===== config.mk =====
export PLATFORM = sky130hd
export DESIGN_NAME = ifm_div
export DESIGN_NICKNAME = d
export VERILOG_FILES = /design/src/rtl/ifm_div.sv
export SDC_FILE = /design/constraint.sdc
export NUM_CORES = 1
export LEC_CHECK = 0
export ABC_AREA = 1
export BUFFER_PORTS_ARGS = -buffer_cell sky130_fd_sc_hd__buf_2
export CAP_MARGIN = 5
export CELL_PAD_IN_SITES_DETAIL_PLACEMENT = 1
export CELL_PAD_IN_SITES_GLOBAL_PLACEMENT = 1
export CORE_ASPECT_RATIO = 1.75
export CORE_MARGIN = 8
export CORE_UTILIZATION = 38
export CTS_BUF_LIST = sky130_fd_sc_hd__clkbuf_16
export CTS_CLUSTER_DIAMETER = 150
export DETAILED_ROUTE_END_ITERATION = 8
export PLACE_DENSITY = 0.89
export SYNTH_ARGS = -nofsm -noshare
export SYNTH_HDL_FRONTEND = slang
export SYNTH_SLANG_ARGS = --single-unit

===== constraint.sdc =====
create_clock -name clk -period 2.1 [get_ports clk]
set_clock_uncertainty 0.05 [all_clocks]
set_input_delay 0.21 -clock clk [delete_from_list [all_inputs] [get_ports clk]]
set_output_delay 0.21 -clock clk [all_outputs]
set_load 0.01 [all_outputs]

===== src/rtl/ifm_div.sv =====
`timescale 1ns / 1ps
// ----------------------------------------------------------------------------
// ifm_div
// Restoring divider, 48-bit dividend by 32-bit divisor, one bit a cycle.
// ----------------------------------------------------------------------------
module ifm_div (
  input  logic        clk,
  input  logic        rst_n,
  input  logic        go,
  input  logic [47:0] dividend,
  input  logic [31:0] divisor,
  output logic        done,
  output logic [47:0] quotient
);

  logic [5:0]  cnt_r, cnt_nxt;
  logic        run_r, run_nxt;
  logic [47:0] q_r, q_nxt;
  logic [32:0] rem_r, rem_nxt;
  logic [31:0] dv_r, dv_nxt;
  logic [33:0] trial;

  assign trial = {rem_r, q_r[47]} - {2'b0, dv_r};

  // one quotient bit per cycle
  always_comb begin
    cnt_nxt = cnt_r;
    run_nxt = run_r;
    q_nxt   = q_r;
    rem_nxt = rem_r;
    dv_nxt  = dv_r;
    done    = 1'b0;
    if (go) begin
      run_nxt = 1'b1;
      cnt_nxt = 6'd0;
      q_nxt   = dividend;
      rem_nxt = '0;
      dv_nxt  = divisor;
    end else if (run_r) begin
      if (trial[33]) begin
        rem_nxt = {rem_r[31:0], q_r[47]};
        q_nxt   = {q_r[46:0], 1'b0};
      end else begin
        rem_nxt = trial[32:0];
        q_nxt   = {q_r[46:0], 1'b1};
      end
      cnt_nxt = cnt_r + 6'd1;
      if (cnt_r == 6'd47) begin
        run_nxt = 1'b0;
        done    = 1'b1;
      end
    end
  end

  always_ff @(posedge clk) begin
    if (!rst_n) run_r <= 1'b0;
    else run_r <= run_nxt;
    cnt_r <= cnt_nxt;
    q_r   <= q_nxt;
    rem_r <= rem_nxt;
    dv_r  <= dv_nxt;
  end

  assign quotient = q_nxt;

endmodule


==> results.cfg <==
[worst_hold_path]
min_path_type = primary input to flop

[detailed_routing]
firstDrtPassIters = 6
antenna_left = 0
avgViaCountPerCell = 5.88
wl_um = 54200
vias = 10900
drt_iter0_drc = 868
drc = 0
avgRoutedWirePerCell_um = 29.2

[final_layout]
area_growth_pct = 55.4
postLayoutCellArea_um2 = 13000
nets = 1663
fill_cells = 2638
fin_cells = 1856
final_cell_mix = nand2_1, inv_1, buf_4
drive_gt1_share_pct = 42.0
final_common_cell = nand2_1

[floorplanning]
fp.dieW_um = 128
ios = 132
dieArea_um2 = 27300
core.rowCount = 72
die_y_um = 213
start_util_pct = 38.3
core_um2 = 21900

[clock_tree]
clk_pin_slew_ps = 60
htreeDepth = 4
insertion_delay_ps = 460
cts.sinks = 120
cts_tree = done
clockBufferDepth = 2
cts-root-buf = clkbuf_16
cts_inserted_buffers = 17

[global_route]
grt_use_total_pct = 30.7
grt_pass1_wl_um = 63500
grtUsageMet2_pct = 56.2
grt_pass1_vias = 11700
grt_use_met3_pct = 7.51
antenna_found_initial = 1
grt_busiest_layer = met2
gr-total-overflow = 0
grt_start_max_net_pins = 118
met1_usage_pct = 27.4

[worst_setup_path]
start_kind = flop
r2r-start = dv_r[30]
crit_arrival_ps = 2900
crit_path_max_fanout = 3
worst_ep_required_time_ps = 1840
cp-endpoint = quotient[0]
worst_setup_path_end_kind = output port
rrSetupSlack_ps = -770
r2r-end = rem_r[5]
reg2reg_depth = 15
crit_start = dv_r[30]
crit_type = flop to output port

[logic_synthesis]
synth_cell_type_count = 45
syn_area_um2 = 8380
ys_seq_area_share_pct = 32.5
yosysWarnings = 0
syn-instance-count = 1185
synth_nets = 1302
ys_ff_latch = 120
avgSynthCellArea_um2 = 7.08

[placement]
placedCellCount = 1711
port_buffers = 131
gp_congestion = 0.936
placed_cell_area_um2 = 10500
hpwl_um = 23300
pre_cts_ws_ps = -374

[timing]
slew_violations = 0
worst_slack_ps = -1060
worst_slew_pin_slew_ps = 722
period_minus_slack_ps = 3160
maxSlewHeadroom_pct = 51.9
post-route-period-util_pct = 151
clock.fmax_mhz = 316
setup_viol = 49
finalHoldViolCount = 0
rsz0062_at_grt = true
fin_tns_setup_ps = -24780

[status]
outcome = finished, violations left
failed_checks = negative setup slack

[power]
irDropWorstVdd_v = 0.000904
fin_total_pwr_uw = 11500
p_leak_uw = 0.00631
p_per_area_nw_per_um2 = 884

[flow_run]
max-cap-violations = 0
[power breakdown]
| part | total, uW | switching (uW) | leakage (uW) | internal (uW) |
|---|---|---|---|---|
| clock | 3220 | 1320 | 0.000306 | 1900 |
| sequential | 2880 | 251 | 0.00105 | 2630 |
| combinational | 5410 | 3280 | 0.00496 | 2130 |
| total | 11500 | 4850 | 0.00631 | 6660 |
[kinds of logic (layout without fill, tap and decap cells)]
group | count (synthesis) | after routing | share of synthesized area [%]
buffers and inverters | 246 | 620 | 12.1
other | 0 | 1 | 0
and+or+nand+nor | 598 | 598 | 36.5
adders and majority gates | 34 | 34 | 5.16
DFF | 120 | 120 | 32.5
AOI/OAI and AO/OA | 173 | 173 | 12.3
xor gates and xnor gates | 14 | 14 | 1.46
[through the flow]
step	hold slack [ps]	util [%]
2_1_floorplan	259	-
3_3_place_gp	336	48.0
3_5_place_dp	339	48.0
4_1_cts	2.64	56.0
5_1_grt	20.4	59.5
6_report	32.3	59.5
[sequential cells by signal, summed over array words and instances (netlist names)]
| name | cells |
|---|---|
| rem_r | 33 |
| q_r | 48 |
| dv_r | 32 |
| cnt_r | 6 |
| run_r | 1 |
[how the worst min path moves through the flow]
stage	from	end	slack, ps	cells after the start
after CTS	dividend[15]	q_r[15]	3	3
after global routing	dividend[22]	q_r[22]	20	3
after detailed placement	divisor[8]	dv_r[8]	340	1
after floorplan	divisor[0]	dv_r[0]	260	0
after global placement	divisor[4]	dv_r[4]	340	1
final	dividend[13]	q_r[13]	30	3
[worst max-delay path, stage by stage, from the launching register on]
cell	delay [ps]
edfxtp_1	360
inv_2	60
ha_4	320
nand2_4	90
nor3_4	410
nand2_2	180
nor2_4	210
nand2_8	90
nand2_8	70
nand2_4	60
nand2_4	90
nor2_4	50
o21ai_2	250
buf_2	190
[Yosys cell counts, drive strengths merged]
master,instances,share of area (%)
nor2,103,5.3
nand3b,3,0.27
xnor2,6,0.63
ha,33,4.9
a21oi,153,11
a21boi,1,0.090
a31oi,1,0.075
edfxtp,32,11
nand3,97,8.7
nor3,10,0.66
and2,2,0.15
buf,12,1.7
nand4,9,0.67
o21a,1,0.090
inv,204,9.1
o211ai,2,0.18
nand2,372,21
and3,1,0.075
clkinv,1,0.045
o21bai,5,0.45
xor2,8,0.84
o41ai,1,0.10
dfxtp,88,21
clkbuf,29,1.3
o21ai,9,0.58
fa,1,0.24
or2,1,0.075
[per-layer routing]
metal / wire length (um) / vias to the layer above
met3: 4490 / 446
met1: 17300 / 5184
met4: 6160 / 0
met2: 26200 / 838
met5: 0 / -
li1: - / 4444
[cell type report]
class                   instances  area [um^2]  share of cell area (%)
multi-input cells             819         5500                    42.2
repair buffers                383         3030                    23.2
flip-flops and latches        120         2740                    21.0
inverters                     205          774                    5.95
clock buffers                  19          475                    3.65
well taps                     296          370                    2.84
clock inverters                13          138                    1.06
diodes                          1         2.50                  0.0192
[what timing repair did]
item	4_1_cts	5_1_grt
buffers inserted	16	28
resized for setup	79	136
endpoints found under the hold margin	71	0
setup endpoints to repair	44	57
pin swaps	34	65
hold buffers	71	0
gates cloned	2	4
No activity file was read; power rests on OpenSTA's default activity.
