$ cat src/rtl/ifm_pkg.sv
`timescale 1ns / 1ps
// ----------------------------------------------------------------------------
// ifm_pkg
// Shared constants and types for the instruction forecast monitor.
// ----------------------------------------------------------------------------
package ifm_pkg;

  localparam int unsigned TableEntries = 16;
  localparam int unsigned MaxResults   = 16;
  localparam int unsigned IdxW         = $clog2(TableEntries + 1);

  localparam logic [1:0] OP_FORECAST = 2'd0;
  localparam logic [1:0] OP_EXEC     = 2'd1;
  localparam logic [1:0] OP_TERM     = 2'd2;

  localparam logic [47:0] MAX48 = 48'hFFFF_FFFF_FFFF;
  localparam logic [31:0] MAX32 = 32'hFFFF_FFFF;

  // Per-entry contents
  typedef struct packed {
    logic        valid;
    logic [31:0] addr;
    logic [3:0]  cls;
    logic [47:0] ftime;
    logic [47:0] fgap;
    logic [47:0] ltime;
    logic [47:0] gsum;
    logic [31:0] cnt;
  } entry_t;

  // Command passed from cell to cell
  typedef struct packed {
    logic        act;     // command is live
    logic [1:0]  op;
    logic [31:0] addr;
    logic [3:0]  cls;
    logic [47:0] now;
    logic        found;   // forecast: address already matched upstream
    logic        taken;   // forecast: free slot already taken upstream
  } cmd_t;

endpackage

$ cat src/rtl/ifm_cell.sv
`timescale 1ns / 1ps
// ----------------------------------------------------------------------------
// ifm_cell
// One table entry. Applies the passing command and hands it on, registered.
// Forecast allocation relies on a first pass (found scan) and a second pass.
// ----------------------------------------------------------------------------
module ifm_cell (
  input  logic            clk,
  input  logic            rst_n,
  input  logic            pass2,      // forecast second pass: allocate
  input  ifm_pkg::cmd_t   cmd_in,
  output ifm_pkg::cmd_t   cmd_out,
  output ifm_pkg::entry_t ent
);

  ifm_pkg::entry_t ent_r, ent_nxt;
  ifm_pkg::cmd_t   cmd_r, cmd_nxt;
  logic            hit;
  logic [47:0]     dgap;
  logic [48:0]     ssum;

  assign hit  = ent_r.valid && (ent_r.addr == cmd_in.addr);
  assign dgap = cmd_in.now - ent_r.ltime + 48'd1;
  assign ssum = {1'b0, ent_r.gsum} + {1'b0, dgap};

  // entry update
  always_comb begin
    ent_nxt = ent_r;
    cmd_nxt = cmd_in;
    if (cmd_in.act) begin
      case (cmd_in.op)
        ifm_pkg::OP_FORECAST: begin
          if (!pass2) begin
            if (hit && !cmd_in.found) begin
              cmd_nxt.found = 1'b1;
              ent_nxt.ftime = cmd_in.now;
              ent_nxt.fgap  = '0;
              ent_nxt.ltime = '0;
              ent_nxt.gsum  = '0;
              ent_nxt.cnt   = '0;
            end
          end else if (!ent_r.valid && !cmd_in.taken) begin
            cmd_nxt.taken = 1'b1;
            ent_nxt.valid = 1'b1;
            ent_nxt.addr  = cmd_in.addr;
            ent_nxt.cls   = cmd_in.cls;
            ent_nxt.ftime = cmd_in.now;
            ent_nxt.fgap  = '0;
            ent_nxt.ltime = '0;
            ent_nxt.gsum  = '0;
            ent_nxt.cnt   = '0;
          end
        end
        ifm_pkg::OP_EXEC: begin
          if (ent_r.valid && ent_r.cls == cmd_in.cls) begin
            if (ent_r.fgap == '0) ent_nxt.fgap = cmd_in.now - ent_r.ftime + 48'd1;
            else ent_nxt.gsum = ssum[48] ? ifm_pkg::MAX48 : ssum[47:0];
            ent_nxt.ltime = cmd_in.now;
            if (ent_r.cnt != ifm_pkg::MAX32) ent_nxt.cnt = ent_r.cnt + 32'd1;
          end
        end
        default: begin
        end
      endcase
    end
  end

  always_ff @(posedge clk) begin
    if (!rst_n) begin
      ent_r.valid <= 1'b0;
      cmd_r.act   <= 1'b0;
    end else begin
      ent_r.valid <= ent_nxt.valid;
      cmd_r.act   <= cmd_nxt.act;
    end
    ent_r.addr  <= ent_nxt.addr;
    ent_r.cls   <= ent_nxt.cls;
    ent_r.ftime <= ent_nxt.ftime;
    ent_r.fgap  <= ent_nxt.fgap;
    ent_r.ltime <= ent_nxt.ltime;
    ent_r.gsum  <= ent_nxt.gsum;
    ent_r.cnt   <= ent_nxt.cnt;
    cmd_r.op    <= cmd_nxt.op;
    cmd_r.addr  <= cmd_nxt.addr;
    cmd_r.cls   <= cmd_nxt.cls;
    cmd_r.now   <= cmd_nxt.now;
    cmd_r.found <= cmd_nxt.found;
    cmd_r.taken <= cmd_nxt.taken;
  end

  assign cmd_out = cmd_r;
  assign ent     = ent_r;

endmodule

$ cat config.mk
export PLATFORM = sky130hd
export DESIGN_NAME = ifm_cell
export DESIGN_NICKNAME = d
export VERILOG_FILES = /design/src/rtl/ifm_pkg.sv /design/src/rtl/ifm_cell.sv
export SDC_FILE = /design/constraint.sdc
export NUM_CORES = 1
export LEC_CHECK = 0
export BUFFER_PORTS_ARGS = -buffer_cell sky130_fd_sc_hd__buf_2
export CORE_MARGIN = 3
export CORE_UTILIZATION = 60
export DETAILED_ROUTE_END_ITERATION = 7
export PLACE_DENSITY_LB_ADDON = 0.1
export SKIP_CTS_REPAIR_TIMING = 1
export SLEW_MARGIN = 5
export SYNTH_ARGS = -nofsm -noshare
export SYNTH_HDL_FRONTEND = slang
export SYNTH_SLANG_ARGS = --single-unit
export TNS_END_PERCENT = 5
$ cat constraint.sdc
create_clock -name clk -period 10.55 [get_ports clk]
set_clock_uncertainty 0.15 [all_clocks]
set_input_delay 0 -clock clk [delete_from_list [all_inputs] [get_ports clk]]
set_output_delay 0 -clock clk [all_outputs]
set_load 0.005 [all_outputs]
==> results of run 1 <==
==> kinds of logic after synthesis <==
group,after synthesis,share of synthesized area [%]
and+or+nand+nor,527,12.5
AOI/OAI and AO/OA,497,15.0
DFF,350,46.1
adders and majority gates,243,14.7
buffers and inverters,197,3.62
xor gates and xnor gates,191,8.02
muxes,2,0.0960
==> where the power goes <==
group	leakage (nW)	internal, mW	switching [mW]	total (mW)
sequential	3.16	1.55	0.0319	1.58
clock	0.571	0.728	0.565	1.29
combinational	8.07	0.453	0.653	1.11
==> placed cells by master (no fill, tap or decap), types with 38 or more instances in the layout <==
cell / Yosys / layout
xnor2_1: 99 / 99
dfxtp_1: 90 / 90
nand3_1: 44 / 44
and2_1: 63 / 63
edfxtp_1: 260 / 260
a21o_1: 93 / 93
clkbuf_16: 0 / 38
nor2_1: 134 / 132
xor2_1: 92 / 92
nand4_1: 39 / 39
a21oi_1: 202 / 202
inv_1: 132 / 131
dlygate4sd3_1: 0 / 106
nand2_1: 117 / 117
o21ai_0: 64 / 64
ha_1: 240 / 240
buf_2: 4 / 441
==> worst reg2reg max path, stage by stage (launching register included) <==
cell	delay, ps
edfxtp_1	400
ha_1	300
inv_1	40
ha_1	220
fa_1	420
a21o_1	210
a21oi_2	230
o21ai_2	70
a211oi_1	420
a211o_1	290
o31ai_4	90
a22o_1	250
nor2_1	90
o21a_1	160
o21ai_0	120
xor2_1	220
ha_1	260
a21oi_1	210
o21ai_0	160
a21o_1	200
a21o_1	170
a31oi_1	180
o21ai_0	120
a21oi_2	180
nor2_1	100
a211oi_4	210
buf_4	470
a21oi_1	190
==> registers in the layout, indices dropped and copies added (netlist names) <==
register,flops
ent,261
cmd_out,89
==> final cells by class <==
class	count	area [um^2]
Antenna cell	1	2.50
Clock buffer	47	1000
Clock inverter	18	160
Fill cell	2332	8160
Inverter	132	495
Multi-Input combinational cell	1460	10600
Sequential cell	350	9610
Tap cell	448	561
Timing Repair Buffer	554	3320
==> metrics by stage <==
stage / area [um^2] / hold WS [ps] / utilization [%] / setup WS [ps] / power, mW
after floorplan: 20900 / -122 / - / 5030 / 2.35
after global placement: 23500 / -19.8 / 69.3 / 4440 / 2.64
after detailed placement: 23500 / -12.6 / 69.3 / 4190 / 2.65
after CTS: 24600 / -590 / 72.8 / 4180 / 3.93
after global routing: 25700 / -11.4 / 75.9 / 3750 / 4.16
final: 25700 / -17.4 / 75.9 / 4110 / 3.98
==> routing by layer <==
| layer | track usage (%) | vias up |
|---|---|---|
| met5 | 0 | - |
| met4 | 15.9 | 0 |
| met3 | 7.07 | 190 |
| met2 | 51.9 | 835 |
| met1 | 39.6 | 8343 |
| li1 | - | 8327 |
==> path summary, 6_finish.rpt <==
| path | cells after the start | slack (ps) | end | from |
|---|---|---|---|---|
| setup / recovery | 27 | 4110 | ent[33] | ent[81] |
| hold / removal | 2 | -20 | cmd_out[82] | cmd_in[82] |
| setup reg to reg | 27 | 4110 | ent[33] | ent[81] |
| hold reg to reg | 2 | 490 | ent[26] | ent[26] |
==> impl_metrics.py, run 1 <==
metrics = {
    "drt": {
        "dr.pass1.iters": 5,
        "viasPerCell": 5.88,
        "wl_mm": 64.8,
        "drtIter0Drc": 1147,
        "avgRoutedWirePerCell_um": 21.5,
        "maxUsedRoutingLayer": "met4",
        "wl_met1_mm": 25.1,
        "met3_length_mm": 5.71,
        "post-route-drc-count": 0,
        "vias": 17700,
        "ant_nets": 0,
        "met2_wirelength_mm": 30.0,
    },
    "clock_tree": {
        "cts_sinks": 350,
        "cts_tree": "built",
        "htree_num_levels": 2,
        "clockBufferDepth": 3,
        "clock_latency_ps": 560,
        "clkTransAtPathRegs_ps": 70,
        "cts_buffers": 37,
        "cts_root_buf": "clkbuf_16",
    },
    "run": {
        "maxCapViolations": 0,
    },
    "yosys": {
        "synth-seq-cells": 350,
        "async_flop_share_pct": 0,
        "avgSynthCellArea_um2": 10.4,
        "synth_area_um2": 20900,
        "syn_inst": 2007,
        "ys_top_cells_by_area": "edfxtp_1 37%, ha_1 14%, dfxtp_1 8.6%",
        "synth_most_common_cell": "edfxtp_1",
        "synthesis.nets": 2342,
        "synth.distinct_cells": 70,
        "synth_top_cell_area_share_pct": 37.4,
        "synth_top_area_cell": "edfxtp_1",
        "yosysWarnings": 0,
        "ys.flop_type": "edfxtp_1",
        "synth_edf_count": 260,
        "synth_commonest_cells": "260 x edfxtp_1, 240 x ha_1, 202 x a21oi_1",
        "yosysSeqAreaShare_pct": 46.1,
    },
    "finish": {
        "drive_gt1_share_pct": 20.6,
        "finalNonFillerCells": 3010,
        "areaGrowthSynthToFinish_pct": 23.3,
        "nNetsFinal": 2870,
    },
    "worst_setup_path": {
        "crit_buf_inv": 2,
        "cp_top_family": "compound AO/OA/AOI/OAI gates",
        "cp_max_fo": 47,
        "slowest_delay_ps": 470,
        "cp-end-kind": "register",
        "timing_worst_setup_path_type": "reg2reg",
        "startpoint_type": "register",
        "crit_required_ps": 10650,
        "cpMaxStageDelayCell": "buf_4",
        "worstPathArrival_ps": 6530,
    },
    "timing": {
        "max_slew_margin_pct": 23.6,
        "setup_viol": 0,
        "period_share_pct": 61.0,
        "clock.fmax_mhz": 155,
        "hold_slack_ps": -17.4,
        "finalHoldViolCount": 4,
        "fin_tns_setup_ps": 0,
        "worstMarginPinSlew_ps": 1140,
        "drv_slew": 0,
        "min_period_ps": 6440,
        "rsz0062_at_grt": "no",
    },
    "die": {
        "dieHeight_um": 192,
        "start_util_pct": 61.6,
        "fp.dieW_um": 192,
        "rows": 67,
        "core_um2": 33900,
        "die-area_um2": 37000,
        "boundaryPins": 442,
    },
    "place": {
        "gp_congestion": 0.975,
        "dp_hpwl_mm": 46.9,
        "dp.cells": 2838,
        "portBuffers": 441,
    },
    "global_routing": {
        "grt_max_degree": 95,
        "first_global_vias": 16200,
        "grt_usage_pct": 31.7,
        "grt_pass1_wl_mm": 90.5,
        "grt-ovfl-total": 0,
        "antenna_found_initial": 1,
    },
    "status": {
        "outcome": "finished with violations",
        "violations": "hold timing",
    },
    "pwr": {
        "p_leak_nw": 11.8,
        "powerDensity_nw_per_um2": 155,
        "max-vdd-ir-drop_v": 0.000145,
    },
    "worst_hold_path": {
        "hold_path.class": "in2reg",
    },
}
No activity file was read; power rests on OpenSTA's default activity.
==> inputs of run 2 (changes only) <==
CORE_UTILIZATION = 56   (was 60)
clock period = 6.5 ns   (was 10.55 ns; I/O delays follow)
==> impl_metrics.py, run 2 (synthesized netlist as in run 1, its figures left out) <==
metrics = {
    "worst_setup_path": {
        "cpMaxStageDelayCell": "fa_1",
        "cp_max_fo": 4,
        "crit_path_cell_trace": "ha_1, inv_1, ha_1, fa_1, a21o_1, a21oi_2, o21ai_2, a211oi_2, nand2_1, a41o_1, a221oi_1, xnor2_1, ha_1, and4_1, nand3_1, a211oi_1, o311ai_1, o211a_1, a21o_1, o21ai_1, a41oi_1, a21oi_1, mux2i_1, o22ai_1",
        "slowest_delay_ps": 410,
        "crit_required_ps": 6610,
        "cp-end-kind": "register",
        "worstPathArrival_ps": 6180,
        "timing_worst_setup_path_type": "reg2reg",
        "startpoint_type": "register",
        "path_common_cell": "ha_1",
    },
    "pwr": {
        "p_total_mw": 6.64,
        "p_leak_nw": 12.0,
        "max-vdd-ir-drop_v": 0.000220,
        "powerDensity_nw_per_um2": 254,
    },
    "die": {
        "start_util_pct": 56.8,
        "core_um2": 36700,
        "fp.dieW_um": 199,
        "boundaryPins": 442,
        "dieHeight_um": 199,
        "die-area_um2": 39600,
        "rows": 70,
    },
    "timing": {
        "drv_slew": 0,
        "period_share_pct": 93.4,
        "min_period_ps": 6070,
        "clock.fmax_mhz": 165,
        "worstMarginPinSlew_ps": 1090,
        "rsz0062_at_grt": "no",
        "finalHoldViolCount": 0,
        "fin_tns_setup_ps": 0,
        "max_slew_margin_pct": 27.1,
        "setup_viol": 0,
    },
    "global_routing": {
        "grt_usage_pct": 29.7,
        "first_global_vias": 16200,
        "grt_pass1_wl_mm": 91.3,
        "grt-ovfl-total": 0,
        "busiest_layer": "met2",
        "grt_max_degree": 95,
        "use_met3_pct": 6.08,
        "grt.met1_usage_pct": 37.8,
        "grt_use_met2_pct": 49.0,
        "antenna_found_initial": 1,
    },
    "finish": {
        "layout_commonest_cell": "buf_2",
        "largest_register_ff_count": 261,
        "nNetsFinal": 2896,
        "fillers": 2701,
        "final_cell_mix": "441 x buf_2, 260 x edfxtp_1, 240 x ha_1",
        "multi_input_area_um2": 10600,
        "regArea_um2": 9610,
        "areaGrowthSynthToFinish_pct": 25.2,
        "final_util_pct": 71.2,
        "finalNonFillerCells": 3061,
        "drive_gt1_share_pct": 20.8,
    },
    "clock_tree": {
        "cts_sinks": 350,
        "clock_latency_ps": 570,
        "clkTransAtPathRegs_ps": 60,
        "clockBufferDepth": 3,
        "htree_num_levels": 2,
        "cts_tree": "built",
        "cts_buffers": 39,
        "cts_root_buf": "clkbuf_16",
    },
    "place": {
        "dp.cells": 2861,
        "dp_hpwl_mm": 47.3,
        "gp_congestion": 0.925,
        "portBuffers": 441,
    },
    "drt": {
        "vias": 17600,
        "viasPerCell": 5.74,
        "ant_nets": 0,
        "avgRoutedWirePerCell_um": 21.1,
        "dr.pass1.iters": 6,
        "post-route-drc-count": 0,
        "drtIter0Drc": 949,
        "wl_mm": 64.7,
    },
    "worst_hold_path": {
        "hold_path.class": "in2reg",
    },
    "run": {
        "maxCapViolations": 0,
    },
    "status": {
        "outcome": "finished, final reports clean",
    },
}
[run 2: cell types whose count changed in the layout (fill, tap and decap cells not counted), moves of 2 or more]
cell	previous run	this run
dlygate4sd3_1	106	126
clkbuf_16	38	42
buf_4	7	10
inv_4	2	0
[run 2: path summary, 6_finish.rpt]
kind / cells after the start / start / endpoint / slack (ps)
worst min-delay path: 2 / cmd_in[2] / cmd_out[2] / 5
worst max register to register: 24 / ent[81] / ent[78] / 430
worst max-delay path: 24 / ent[81] / ent[78] / 430
worst min register to register: 2 / ent[26] / ent[26] / 500
[run 2: report_power, final]
part,total [mW],internal [mW],switching (mW)
combinational,1.82,0.758,1.07
sequential,2.56,2.51,0.0515
clock,2.25,1.30,0.950
[run 2: layout make-up]
type                            instances  share of cell area [%]
Sequential cell                       350                    36.8
Clock buffer                           53                    4.30
Antenna cell                            1                 0.00958
Clock inverter                         19                   0.666
Timing Repair Buffer                  578                    13.6
Multi-Input combinational cell       1460                    40.4
Inverter                              132                    1.90
Tap cell                              468                    2.24
[run 2: critical path: cells and delay by family (launching register included)]
kind	cells	cell delay [ps]
buffers and inverters	1	40
adders and majority gates	4	1250
and+or+nand+nor	3	480
AOI/OAI and AO/OA	14	3140
DFF	1	390
muxes	1	210
xor gates and xnor gates	1	110
[run 2: through the flow]
step	setup WS, ps	hold slack (ps)	cell area [um^2]
2_1_floorplan	978	-122	20900
3_3_place_gp	313	-20.0	23500
3_5_place_dp	160	-4.56	23500
4_1_cts	128	-606	24800
5_1_grt	41.7	2.57	26100
6_report	429	4.57	26100
[run 2: per-layer routing]
layer / routed length, um / part of all wire, % / up-vias
li1: - / - / 8397
met1: 26300 / 41 / 8278
met2: 30200 / 47 / 717
met3: 4820 / 7.5 / 167
met4: 3390 / 5.2 / 0
met5: 0 / 0 / -
==> inputs of run 3 (changes only) <==
CORE_UTILIZATION = 48   (was 56)
==> impl_metrics.py, run 3 (synthesized netlist as in run 1, its figures left out) <==
metrics = {
    "status": {
        "outcome": "finished, final reports clean",
    },
    "worst_setup_path": {
        "worstPathArrival_ps": 6090,
        "crit_start": "ent[81]",
        "startpoint_type": "register",
        "cp_max_fo": 41,
        "timing_worst_setup_path_type": "reg2reg",
        "cp_top_family": "compound AO/OA/AOI/OAI gates",
        "worstSetupPathDepth": 27,
        "cp-end-kind": "register",
        "rr_worst_depth": 27,
        "cpMaxStageDelayCell": "fa_1",
        "timing.rr.start": "ent[81]",
        "crit_buf_inv": 2,
        "slowest_delay_ps": 400,
        "crit_required_ps": 6610,
    },
    "clock_tree": {
        "cts_root_buf": "clkbuf_16",
        "clockBufferDepth": 3,
        "cts_sinks": 350,
        "cts_buffers": 40,
        "clock_latency_ps": 560,
        "htree_num_levels": 2,
        "clkTransAtPathRegs_ps": 70,
        "cts_tree": "built",
    },
    "die": {
        "start_util_pct": 49.2,
        "boundaryPins": 442,
        "die-area_um2": 46000,
        "core_um2": 42400,
        "dieHeight_um": 214,
        "fp.dieW_um": 214,
        "rows": 75,
    },
    "drt": {
        "vias": 17100,
        "wl_mm": 62.8,
        "avgRoutedWirePerCell_um": 19.9,
        "drtIter0Drc": 1194,
        "post-route-drc-count": 0,
        "dr.pass1.iters": 5,
        "ant_nets": 0,
        "viasPerCell": 5.43,
    },
    "finish": {
        "layout_commonest_cell": "buf_2",
        "fillers": 3538,
        "areaGrowthSynthToFinish_pct": 25.3,
        "nNetsFinal": 2880,
        "multi_input_area_um2": 10600,
        "drive_gt1_share_pct": 21.0,
        "final_cell_mix": "441 x buf_2, 260 x edfxtp_1, 240 x ha_1",
        "finalNonFillerCells": 3156,
        "largest_register_ff_count": 261,
        "regArea_um2": 9610,
    },
    "global_routing": {
        "grt_max_degree": 94,
        "grt_usage_pct": 25.3,
        "first_global_vias": 16200,
        "grt_pass1_wl_mm": 92.8,
        "grt-ovfl-total": 0,
        "antenna_found_initial": 2,
    },
    "worst_hold_path": {
        "hold_depth": 2,
        "hold_path.class": "in2reg",
        "hold_path.startpoint": "cmd_in[50]",
    },
    "timing": {
        "drv_slew": 0,
        "max_slew_margin_pct": 30.7,
        "clock.fmax_mhz": 167,
        "period_share_pct": 92.0,
        "fin_tns_setup_ps": 0,
        "rsz0062_at_grt": "no",
        "worstMarginPinSlew_ps": 1040,
        "setup_viol": 0,
        "finalHoldViolCount": 0,
        "min_period_ps": 5980,
    },
    "place": {
        "dp.cells": 2972,
        "dp_hpwl_mm": 47.4,
        "gp_congestion": 0.914,
        "portBuffers": 441,
    },
    "pwr": {
        "p_leak_nw": 11.9,
        "powerDensity_nw_per_um2": 255,
        "max-vdd-ir-drop_v": 0.000209,
    },
    "run": {
        "maxCapViolations": 0,
    },
}
run 3: per-stage QoR:
step / utilization [%] / area (um^2) / power [mW] / hold slack (ps) / setup WS [ps]
2_1_floorplan: - / 20900 / 3.82 / -122 / 978
3_3_place_gp: 55.9 / 23700 / 4.31 / -7.97 / 500
3_5_place_dp: 55.9 / 23700 / 4.31 / -6.46 / 401
4_1_cts: 59.1 / 25100 / 6.63 / -598 / 367
5_1_grt: 61.6 / 26100 / 7.00 / -21.8 / 77.5
6_report: 61.6 / 26100 / 6.67 / 1.52 / 520
run 3: final timing paths:
check	slack, ps	endpoint
worst min register to register	510	ent[26]
worst max-delay path	520	ent[34]
worst min-delay path	2	cmd_out[50]
worst max register to register	520	ent[34]
run 3: area by class of cell:
cell class              count  area share [%]
clock buffers              58            4.65
inverters                 132            1.90
diodes                      2          0.0191
flip-flops and latches    350            36.8
multi-input cells        1460            40.4
repair buffers            561            13.0
clock inverters            16           0.555
well taps                 577            2.76
run 3: worst reg2reg max path: stages (launching register included):
cell and delay (ps):
edfxtp_1 380, ha_1 280, inv_1 40, ha_1 210
fa_1 400, a21o_1 190, a21oi_2 220, o21ai_2 90
a211oi_2 280, a211o_1 260, o31ai_4 90, a22o_1 250
nor2_1 90, o21a_1 160, o21ai_0 110, xor2_1 250
ha_1 270, a21oi_1 180, o21ai_0 140, a21o_1 200
a21o_1 170, a31oi_1 180, o21ai_0 120, a21oi_2 190
nor2_1 110, a211oi_4 280, buf_12 250, a21oi_1 130
run 3: report_power, final:
| group | leakage (nW) | total, mW | internal (mW) | switching (mW) |
|---|---|---|---|---|
| registers | 3.16 | 2.56 | 2.51 | 0.0498 |
| logic | 8.10 | 1.79 | 0.749 | 1.04 |
| clock network | 0.672 | 2.31 | 1.36 | 0.957 |
run 3: layer usage:
layer  share of wire [%]  vias up  global-route usage (%)
li1                    -     8352                       -
met1                  44     8157                    33.1
met2                  47      525                    42.9
met3                 5.3      112                    4.53
met4                 3.7        0                    8.21
met5                   0        -                       0
